[config.mk]
export PLATFORM = sky130hd
export DESIGN_NAME = kwm_ram
export DESIGN_NICKNAME = d
export VERILOG_FILES = /design/src/hw/rtl/kwm_ram.sv
export SDC_FILE = /design/constraint.sdc
export NUM_CORES = 1
export LEC_CHECK = 0
export CAP_MARGIN = 10
export CORE_MARGIN = 2
export CORE_UTILIZATION = 65
export DETAILED_ROUTE_END_ITERATION = 10
export DONT_BUFFER_PORTS = 1
export MAX_ROUTING_LAYER = met4
export PLACE_DENSITY = 0.81
export SYNTH_ARGS = -nofsm -noshare
export SYNTH_HDL_FRONTEND = slang
export SYNTH_SLANG_ARGS = --single-unit
[constraint.sdc]
create_clock -name clk -period 10.9 [get_ports clk]
set_clock_uncertainty 0.1 [all_clocks]
set_input_delay 2.18 -clock clk [delete_from_list [all_inputs] [get_ports clk]]
set_output_delay 2.18 -clock clk [all_outputs]
set_load 0.1 [all_outputs]
[src/hw/rtl/kwm_ram.sv]
// ----------------------------------------------------------------------------
// kwm_ram
// Simple dual-port synchronous RAM: one write port, one read port with the
// read data registered.
// ----------------------------------------------------------------------------
`default_nettype none

module kwm_ram #(
  parameter int WIDTH = 32,
  parameter int DEPTH = 16
) (
  input  wire logic                     clk,
  input  wire logic                     we,
  input  wire logic [$clog2(DEPTH)-1:0] waddr,
  input  wire logic [WIDTH-1:0]         wdata,
  input  wire logic                     re,
  input  wire logic [$clog2(DEPTH)-1:0] raddr,
  output      logic [WIDTH-1:0]         rdata
);

  logic [WIDTH-1:0] mem [DEPTH];

  always_ff @(posedge clk) begin
    if (we) begin
      mem[waddr] <= wdata;
    end
  end

  always_ff @(posedge clk) begin
    if (re) begin
      rdata <= mem[raddr];
    end
  end

endmodule

`default_nettype wire

== After elaboration in Yosys (flattened, before gate mapping) ==
Memory sizes are Yosys's and may differ from the RTL's. A register that Yosys moved wholly into a read port is not among the register bits.
Index checks and enable logic that the tools add are counted.

* Memories: 1
* Memory bits (writable): 512
* Register bits after elaboration: 0
* Bits of input ports: 43
* Logic and storage cells: 3

* Multiplexer cells: 2

{| class="wikitable"
|+ Memories
! memory !! depth !! bits a word !! read ports !! clocked after Yosys merged registers in !! write ports !! line !! text
|-
| mem || 16 || 32 || 1 || 1 || 1 || 21 || <nowiki>logic [WIDTH-1:0] mem [DEPTH];</nowiki>
|}

{| class="wikitable"
|+ Operator list
! kind !! count
|-
| $mux 1 || 2
|}

== Logic depth before layout (Yosys ltp) ==
Gate-level depths: netlist of run 1.

* Depth in word-level cells: 2
* Gate-level depth with buffers: 5

== Worst setup path after synthesis of run 1 ==
Ideal clock, no wire load.

* Path kind: input -> register
* Start: input port waddr[2]
* End: memory mem[0][0] (enable)
* Data required time: 10339 ps
* Stages: 2
* Buffers on the path: 0
* Path slack: 5440 ps
* Data arrival time: 4898 ps
* Path through: or3b_2 > nor3_1

{| class="wikitable"
|+ RTL lines
! item !! line !! text
|-
| from (decl) || 14 || <nowiki>input wire logic [$clog2(DEPTH)-1:0] waddr,</nowiki>
|-
| to (decl) || 21 ||
|}

No word-level cell before the write port.

== Worst setup path in the final report of run 1 ==
* Start: input port waddr[2]
* End: memory mem[8][1] (enable)

No word-level cell before the write port.

==> reports/qor.csv, run 1 <==
stage,metric,value,unit
timing,Achievable Freq,258,MHz
power_and_ir_drop,sequential share of power,58.4,%
synth,Cell variety after synth,17,
power_and_ir_drop,Clk pwr share,38.7,%
clock_network,Sinks on Clock Net,544,
layout,area grow syn2layout,10.0,%
job,# Max-Cap Violations,0,
floorplanning,Starting Density,66.0,%
setup_path,critical path type,primary input to register,
synth,register area share after synthesis,81.0,%
layout,"commonest non-fill, non-tap cell in the layout",edfxtp_1,
setup_path,WP data arrival,3.98,ns
clock_network,total CTS buffers,51,
layout,share of cells above drive strength 1,25.4,%
setup_path,Crit. End Element,register,
layout,ANT cells,0,
layout,most frequent cells in the layout,"544 x edfxtp_1, 128 x mux4_2, 64 x a22oi_1, 53 x clkbuf_16, 33 x nand2_1",
synth,"Avg Cell Area, Syn",24.1,µm²
place,GP Congestion,0.755,
setup_path,R2R depth,3,
floorplanning,Core Area,30600,µm²
setup_path,Buf/Inv on CP,1,
floorplanning,full die area,32500,µm²
run_status,status,completed,
setup_path,WP data required,11.01,ns
setup_path,critical-path cell list,"nand3b_1, nor3_2, buf_4",
setup_path,CP Launch Type,primary input,
timing,Rel. slew slack,15.2,%
routing,DR iter-0 viols,1321,
timing,RSZ-0062 raised after global routing,false,
place,placed cell areas,20700,µm²
clock_network,CTS tree,done,
routing,vias,9176,
setup_path,critical path depth,3,
timing,final slew viol count,0,
timing,final setup TNS,0,ns
global_route,total congestion overflow,0,
timing,fin crit share,35.6,%
floorplanning,die width,180,µm
clock_network,clk root buf,clkbuf_16,
timing,final setup fails,0,
synth,Yosys warning total,0,
global_route,GRT Total Usage,27.5,%
layout,fill count,1617,
place,post-detail-place hpwl,20.6,mm
power_and_ir_drop,P per Cell Area,189,nW/µm²
setup_path,Crit Path Max Fanout,23,
routing,DR vias/cell,7.08,
routing,Routed Wire Length,42.0,mm
clock_network,number of setup buffers added after CTS,0,
power_and_ir_drop,worst vdd ir,0.173,mV
min_path,hold path depth,3,
power_and_ir_drop,Pleak,6.89,nW
synth,Synth area leader,edfxtp_1,
clock_network,Clock transition at path regs,0.06,ns
global_route,initial antenna violation count,0,
setup_path,Critical Path Slowest Stage Cell,nor3_2,
place,input/output buffers,0,
routing,Avg WL per Cell,32.4,µm
routing,DRC violations left,0,
synth,Mapped Area,20200,µm²
clock_network,CTS H-tree depth,2,
layout,nets,903,
layout,design area,22200,µm²
synth,number of register bits inferred by synthesis,544,
layout,final cell utilization of the core,72.6,%
floorplanning,# IOs,75,
routing,first drt pass iteration count,5,
routing,Post-DRT Antenna Nets,0,
clock_network,Post-CTS Resized,0,
clock_network,hold_buf cts,0,
global_route,largest net degree at the start of global routing,129,
timing,final hold viol count,0,
floorplanning,row count,64,
power_and_ir_drop,Comb pwr share,3.0,%
timing,worst-margin pin slew,1.27,ns
timing,Period minus WS final,3.88,ns
clock_network,Worst-Skew Late Latency,0.56,ns
floorplanning,die height,180,µm
synth,Post-Syn Instances,838,
power_and_ir_drop,switching share of power,21.1,%
global_route,vias in the first global route,9778,
setup_path,Top Family by Delay on Critical Path,simple AND/OR/NAND/NOR gates,
power_and_ir_drop,Int Pwr,0.00331,W
clock_network,Clock Path Buffers,3,
synth,syn nets,881,
setup_path,Max stage delay on crit path,0.89,ns
global_route,global-route wire length before repair,63.6,mm
min_path,HP Class,register to register,
power_and_ir_drop,Psw,0.000885,W
synth,Synth area leaders,"edfxtp_1 81%, mux4_2 14%, a22oi_1 2.4%",
synth,post-synth top area share,81.0,%
## power groups by stage
stage | Sequential (W) | Combinational [W] | Clock [W]
2_1_floorplan | 0.00249 | 0.000113 | 0
3_3_place_gp | 0.00249 | 0.000117 | 0
3_5_place_dp | 0.00249 | 0.000122 | 0
4_1_cts | 0.00245 | 0.000125 | 0.00164
5_1_grt | 0.00245 | 0.000131 | 0.00171
6_report | 0.00245 | 0.000124 | 0.00162
## flip-flops by register name (all words and copies together) (netlist names)
name,cells
mem,512
rdata,32
## per-layer routing
metal / global-route usage, % / part of all wire, % / vias to the layer above
met4: 8.74 / 3.0 / 0
met5: - / 0 / -
met3: 6.06 / 9.4 / 98
li1: - / - / 3649
met2: 43.6 / 51 / 596
met1: 36.4 / 36 / 4833
## worst reg2reg max path, cell delays in order, from the launching register on
cell,delay (ns)
edfxtp_1,0.41
mux4_2,0.53
a22oi_1,0.25
nand2_1,0.10
## synthesized netlist by cell type
| master | number |
|---|---|
| mux4_2 | 128 |
| and2_1 | 1 |
| edfxtp_1 | 544 |
| clkbuf_1 | 17 |
| nor3_1 | 4 |
| nand2b_1 | 2 |
| nor2b_1 | 2 |
| buf_2 | 4 |
| buf_1 | 9 |
| buf_4 | 11 |
| nand3b_1 | 2 |
| nand2_1 | 33 |
| or3b_2 | 1 |
| nor2_1 | 13 |
| a22oi_1 | 64 |
| nand3_1 | 1 |
| buf_6 | 2 |
## path summary, 6_finish.rpt
kind,endpoint,from,slack (ns)
max,mem[8][1]$_DFFE_PP_,waddr[2],7.02
min,rdata[22]$_DFFE_PP_,mem[14][22]$_DFFE_PP_,0.66
max reg2reg,rdata[25]$_DFFE_PP_,mem[2][25]$_DFFE_PP_,9.25
min reg2reg,rdata[22]$_DFFE_PP_,mem[14][22]$_DFFE_PP_,0.66
## area by class of cell
type                       instances  area, µm²  share of cell area [%]
clock buffer                      62       1360                    6.13
clock inverter                    31        149                   0.671
multi-input combinational        251       3750                    16.9
sequential                       544      16300                    73.6
tap                              396        495                    2.23
timing repair buffer              12        110                   0.496
## kinds of logic after synthesis
logic type / share of synthesized area, %
multiplexers: 14.3
AO/OA/AOI/OAI: 2.38
AND/OR/NAND/NOR: 1.25
buffers and inverters: 1.10
flip-flops: 81.0
## per-stage QoR
stage | power [W] | hold slack, ns | worst slack, ns | cells
5_1_grt | 0.00430 | 0.677 | 7.01 | 1296
6_report | 0.00420 | 0.661 | 7.02 | 1296
4_1_cts | 0.00421 | 0.660 | 7.05 | 1295
3_3_place_gp | 0.00260 | 0.635 | 6.64 | 1202
3_5_place_dp | 0.00261 | 0.635 | 6.52 | 1202
2_1_floorplan | 0.00260 | 0.610 | 5.44 | 838
Note: power is estimated with default switching activity, not from simulation.
==> run 2, diff against run 1 <==
CORE_UTILIZATION = 63   (was 65)
PLACE_DENSITY = 0.79   (was 0.81)
clock period = 3.6 ns   (was 10.9 ns; I/O delays follow)
==> reports/qor.csv, run 2 (same netlist as run 1, synthesis figures left out) <==
stage,metric,value,unit,change
run_status,status,completed,,
setup_path,Crit. End Element,primary output,,
clock_network,CTS tree,done,,
floorplanning,row count,65,,+1.6%
clock_network,hold_buf cts,0,,unchanged
layout,fill count,1745,,+7.9%
routing,DR vias/cell,6.98,,-1.4%
timing,final hold viol count,0,,unchanged
power_and_ir_drop,worst vdd ir,0.421,mV,+140%
setup_path,CP Launch Type,register,,
floorplanning,# IOs,75,,unchanged
routing,Post-DRT Antenna Nets,0,,unchanged
layout,max FFs per register,512,,unchanged
clock_network,Sinks on Clock Net,544,,unchanged
layout,area grow syn2layout,11.4,%,
place,placed cell areas,20800,µm²,+0.58%
floorplanning,full die area,33500,µm²,+3.1%
clock_network,Clock transition at path regs,0.07,ns,about the same
floorplanning,die width,183,µm,+1.5%
power_and_ir_drop,switching share of power,20.9,%,-0.17 points
global_route,global-route wire length before repair,63.4,mm,-0.32%
place,pre-CTS setup slack,1.06,ns,-5.46 ns
setup_path,WP data required,2.78,ns,-8.23 ns
power_and_ir_drop,P per Cell Area,586,nW/µm²,+210%
global_route,GRT Total Usage,27.4,%,-0.044 points
timing,final setup TNS,0,ns,unchanged
timing,RSZ-0062 raised after global routing,false,,
routing,DR iter-0 viols,1272,,-3.7%
power_and_ir_drop,Comb pwr share,3.0,%,about the same
power_and_ir_drop,Int Pwr,0.0104,W,+210%
setup_path,critical path type,register to primary output,,
routing,first drt pass iteration count,5,,unchanged
power_and_ir_drop,Pleak,7.04,nW,+2.1%
place,input/output buffers,0,,unchanged
clock_network,clk root buf,clkbuf_16,,
layout,final cell utilization of the core,71.2,%,-1.4 points
routing,Avg WL per Cell,32.6,µm,+0.58%
floorplanning,Core Area,31600,µm²,+3.2%
clock_network,Post-CTS Resized,0,,unchanged
routing,Routed Wire Length,42.9,mm,+2.2%
setup_path,WP data arrival,1.64,ns,-2.34 ns
global_route,largest net degree at the start of global routing,129,,unchanged
layout,share of cells above drive strength 1,27.1,%,+1.7 points
job,# Max-Cap Violations,0,,unchanged
timing,Achievable Freq,406,MHz,
routing,DRC violations left,0,,unchanged
clock_network,Worst-Skew Late Latency,0.57,ns,about the same
global_route,vias in the first global route,9440,,-3.5%
timing,final setup fails,0,,unchanged
clock_network,CTS H-tree depth,2,,unchanged
clock_network,total CTS buffers,53,,+3.9%
power_and_ir_drop,Psw,0.00275,W,+210%
setup_path,Crit Path Max Fanout,1,,-96%
routing,vias,9192,,+0.17%
layout,most frequent cells in the layout,"544 x edfxtp_1, 128 x mux4_2, 64 x a22oi_1, 55 x clkbuf_16, 33 x nand2_1",,
layout,nets,914,,+1.2%
timing,setup ws final,1.14,ns,-5.89 ns
timing,Period minus WS final,2.46,ns,
power_and_ir_drop,Clk pwr share,40.7,%,+2.0 points
layout,design area,22500,µm²,+1.2%
layout,Top reg by flops,mem,,
timing,fin crit share,68.4,%,
floorplanning,die height,183,µm,+1.5%
place,post-detail-place hpwl,22.9,mm,+11%
floorplanning,Starting Density,63.9,%,-2.0 points
timing,worst-margin pin slew,1.11,ns,-0.157 ns
timing,final slew viol count,0,,unchanged
power_and_ir_drop,sequential share of power,56.3,%,-2.1 points
clock_network,Clock Path Buffers,3,,unchanged
timing,Rel. slew slack,26.0,%,+11 points
layout,Largest regs,"mem: 512 flops, rdata: 32 flops",,
layout,"commonest non-fill, non-tap cell in the layout",edfxtp_1,,
min_path,HP Class,primary input to register,,
global_route,total congestion overflow,0,,unchanged
place,GP Congestion,0.785,,+4.0%
clock_network,number of setup buffers added after CTS,0,,unchanged
global_route,initial antenna violation count,1,,+1
[run 2: layout make-up]
cell class | instances | area, µm² | area share (%)
Timing Repair Buffer | 21 | 170 | 0.757
Tap cell | 402 | 503 | 2.24
Multi-Input combinational cell | 251 | 3770 | 16.8
Clock inverter | 38 | 288 | 1.28
Sequential cell | 544 | 16300 | 72.7
Clock buffer | 60 | 1400 | 6.21
Antenna cell | 1 | 2.50 | 0.0111
[run 2: final timing paths]
path | slack, ns | endpoint | cells past startpoint | startpoint
hold reg to reg | 0.65 | rdata[2]$_DFFE_PP_ | 3 | mem[15][2]$_DFFE_PP_
setup / recovery | 1.14 | rdata[19] | 0 | rdata[19]$_DFFE_PP_
setup reg to reg | 1.76 | rdata[9]$_DFFE_PP_ | 3 | mem[0][9]$_DFFE_PP_
hold / removal | 0.14 | mem[5][13]$_DFFE_PP_ | 0 | wdata[13]
[run 2: metal layers]
| metal | wire length [µm] | vias to the layer above | track usage, % |
|---|---|---|---|
| li1 | - | 3670 | - |
| met1 | 16100 | 4843 | 39.7 |
| met2 | 21100 | 613 | 41.5 |
| met3 | 5080 | 66 | 5.88 |
| met4 | 680 | 0 | 6.18 |
| met5 | 0 | - | - |
[run 2: power groups by stage]
stage	Clock [W]	Combinational, W	Sequential, W
after floorplan	0	0.000341	0.00753
after global placement	0	0.000375	0.00753
after detailed placement	0	0.000383	0.00755
after CTS	0.00541	0.000393	0.00742
after global routing	0.00565	0.000414	0.00742
final	0.00535	0.000393	0.00741
[run 2: metrics by stage]
step | power [W] | hold WS, ns | instances
2_1_floorplan | 0.00787 | 0.610 | 838
3_3_place_gp | 0.00791 | 0.629 | 1218
3_5_place_dp | 0.00793 | 0.639 | 1218
4_1_cts | 0.0132 | 0.132 | 1316
5_1_grt | 0.0135 | 0.128 | 1317
6_report | 0.0132 | 0.144 | 1317
==> run 3, diff against run 2 <==
CORE_UTILIZATION = 57   (was 63)
PLACE_DENSITY = 0.75   (was 0.79)
clock period = 2 ns   (was 3.6 ns; I/O delays follow)
==> reports/qor.csv, run 3 (same netlist as run 1, synthesis figures left out) <==
stage,metric,value,unit,change
routing,Routed Wire Length,42.1,mm,-1.8%
timing,Achievable Freq,552,MHz,
setup_path,Critical Path Slowest Stage Cell,edfxtp_1,,
global_route,GRT Total Usage,24.6,%,-2.8 points
floorplanning,die width,192,µm,+5.0%
setup_path,CP Launch Type,register,,
power_and_ir_drop,worst vdd ir,0.703,mV,+67%
global_route,vias in the first global route,9530,,+0.95%
clock_network,clk root buf,clkbuf_16,,
timing,fin crit share,90.6,%,
setup_path,Crit. End Element,primary output,,
setup_path,Worst R2R End,rdata[0]$_DFFE_PP_,,
setup_path,WP data required,1.50,ns,-1.28 ns
setup_path,worst r2r src,mem[3][0]$_DFFE_PP_,,
timing,worst-margin pin slew,1.18,ns,+0.0629 ns
layout,footprint of the multi-input gates,3780,µm²,about the same
setup_path,Top Family by Delay on Critical Path,flip-flops,,
layout,most frequent cells in the layout,"544 x edfxtp_1, 128 x mux4_2, 64 x a22oi_1, 53 x clkbuf_16, 35 x buf_4",,
layout,final std cells w/o fill,1427,,+8.4%
layout,share of cells above drive strength 1,27.3,%,+0.16 points
layout,"commonest non-fill, non-tap cell in the layout",edfxtp_1,,
min_path,hold path depth,1,,+1
timing,worst hold slack,0.127,ns,-0.0169 ns
clock_network,CTS H-tree depth,2,,unchanged
setup_path,Buf/Inv on CP,1,,
clock_network,number of setup buffers added after CTS,0,,unchanged
global_route,initial antenna violation count,1,,unchanged
timing,final hold viol count,0,,unchanged
layout,Top reg by flops,mem,,
timing,Rel. slew slack,21.5,%,-4.5 points
timing,setup ws final,0.189,ns,-0.947 ns
power_and_ir_drop,P per Cell Area,1010,nW/µm²,+72%
routing,first drt pass iteration count,5,,unchanged
timing,final slew viol count,0,,unchanged
clock_network,total CTS buffers,51,,-3.8%
layout,area grow syn2layout,14.7,%,
setup_path,Max stage delay on crit path,0.42,ns,
routing,Avg WL per Cell,29.5,µm,-9.4%
layout,final cell utilization of the core,66.7,%,-4.5 points
min_path,hold path endpoint,rdata[2]$_DFFE_PP_,,
floorplanning,full die area,36900,µm²,+10%
setup_path,R2R depth,3,,unchanged
routing,vias,9308,,+1.3%
setup_path,setup slack on the worst flop-to-flop path,0.42,ns,-1.34 ns
place,input/output buffers,0,,unchanged
setup_path,critical-path cell list,buf_4,,
job,# Max-Cap Violations,0,,unchanged
clock_network,CTS tree,done,,
run_status,status,completed,,
layout,FF/Latch Area,16300,µm²,unchanged
setup_path,critical path type,register to primary output,,
clock_network,Sinks on Clock Net,544,,unchanged
setup_path,WP data arrival,1.31,ns,-0.33 ns
place,post-detail-place hpwl,18.8,mm,-18%
layout,Largest regs,"mem: 512 flops, rdata: 32 flops",,
setup_path,Crit Path Max Fanout,1,,unchanged
min_path,HP Class,primary input to register,,
global_route,largest net degree at the start of global routing,129,,unchanged
place,GP Congestion,0.696,,-11%
place,pre-CTS setup slack,0.0393,ns,-1.02 ns
floorplanning,Starting Density,58.1,%,-5.8 points
clock_network,Worst-Skew Late Latency,0.56,ns,about the same
min_path,Hold Crit Start,re,,
layout,fill count,2132,,+22%
clock_network,Clock Path Buffers,3,,unchanged
timing,final setup fails,0,,unchanged
clock_network,Post-CTS Resized,0,,unchanged
place,placed cell count,1300,,+6.7%
global_route,global-route wire length before repair,62.8,mm,-1.0%
clock_network,hold_buf cts,33,,+33
timing,RSZ-0062 raised after global routing,false,,
floorplanning,Core Area,34700,µm²,+10%
routing,DR iter-0 viols,1102,,-13%
global_route,total congestion overflow,0,,unchanged
floorplanning,row count,68,,+4.6%
power_and_ir_drop,Pleak,7.28,nW,+3.5%
timing,Period minus WS final,1.81,ns,
clock_network,Clock transition at path regs,0.06,ns,about the same
routing,DR vias/cell,6.52,,-6.5%
power_and_ir_drop,Final Power,0.0234,W,+78%
routing,Post-DRT Antenna Nets,0,,unchanged
layout,max FFs per register,512,,unchanged
layout,nets,974,,+6.6%
routing,DRC violations left,0,,unchanged
floorplanning,# IOs,75,,unchanged
floorplanning,die height,192,µm,+5.0%
[run 3: cell types whose count changed in the layout (fill, tap and decap cells not counted), sizes merged, moves of 2 or more]
cell | before | now
buf | 21 | 51
bufinv | 4 | 2
clkbuf | 60 | 64
clkinv | 30 | 26
dlygate4sd3 | 0 | 32
inv | 2 | 0
[run 3: worst max path at each step]
stage | start | endpoint | slack (ns) | depth (start not counted)
floorplan | we | mem[12][0]$_DFFE_PP_ | -0.39 | 2
global placement | raddr[3] | rdata[15]$_DFFE_PP_ | 0.07 | 3
detailed placement | raddr[3] | rdata[24]$_DFFE_PP_ | 0.04 | 3
CTS | rdata[22]$_DFFE_PP_ | rdata[22] | 0.18 | 1
global route | rdata[22]$_DFFE_PP_ | rdata[22] | 0.15 | 1
finish | rdata[22]$_DFFE_PP_ | rdata[22] | 0.19 | 1
[run 3: cell type report]
type / instances / share of cell area (%)
clock inverter: 29 / 0.779
clock buffer: 64 / 5.91
timing repair buffer: 83 / 3.94
antenna: 1 / 0.0108
sequential: 544 / 70.6
multi-input combinational: 251 / 16.3
tap: 455 / 2.46
[run 3: through the flow]
| stage | TNS [ns] | instance area [µm²] |
|---|---|---|
| finish | 0 | 23100 |
| floorplan | -46.58 | 20300 |
| detailed placement | 0 | 21200 |
| global placement | 0 | 21200 |
| CTS | 0 | 23100 |
| global route | 0 | 23100 |
[run 3: routing by layer]
layer / GRT usage, % / vias to the layer above / part of all wire [%]
met1: 35.1 / 4923 / 40
met4: 5.96 / 0 / 2.0
met5: - / - / 0
li1: - / 3803 / -
met3: 4.29 / 70 / 8.7
met2: 38.1 / 512 / 49
[run 3: power by group]
part	total, W	switching, W	leakage (nW)	internal, W
combinational	0.00139	0.000898	1.58	0.000489
clock	0.00905	0.00397	0.757	0.00508
sequential	0.0129	0.0000834	4.94	0.0128
total	0.0234	0.00495	7.28	0.0184
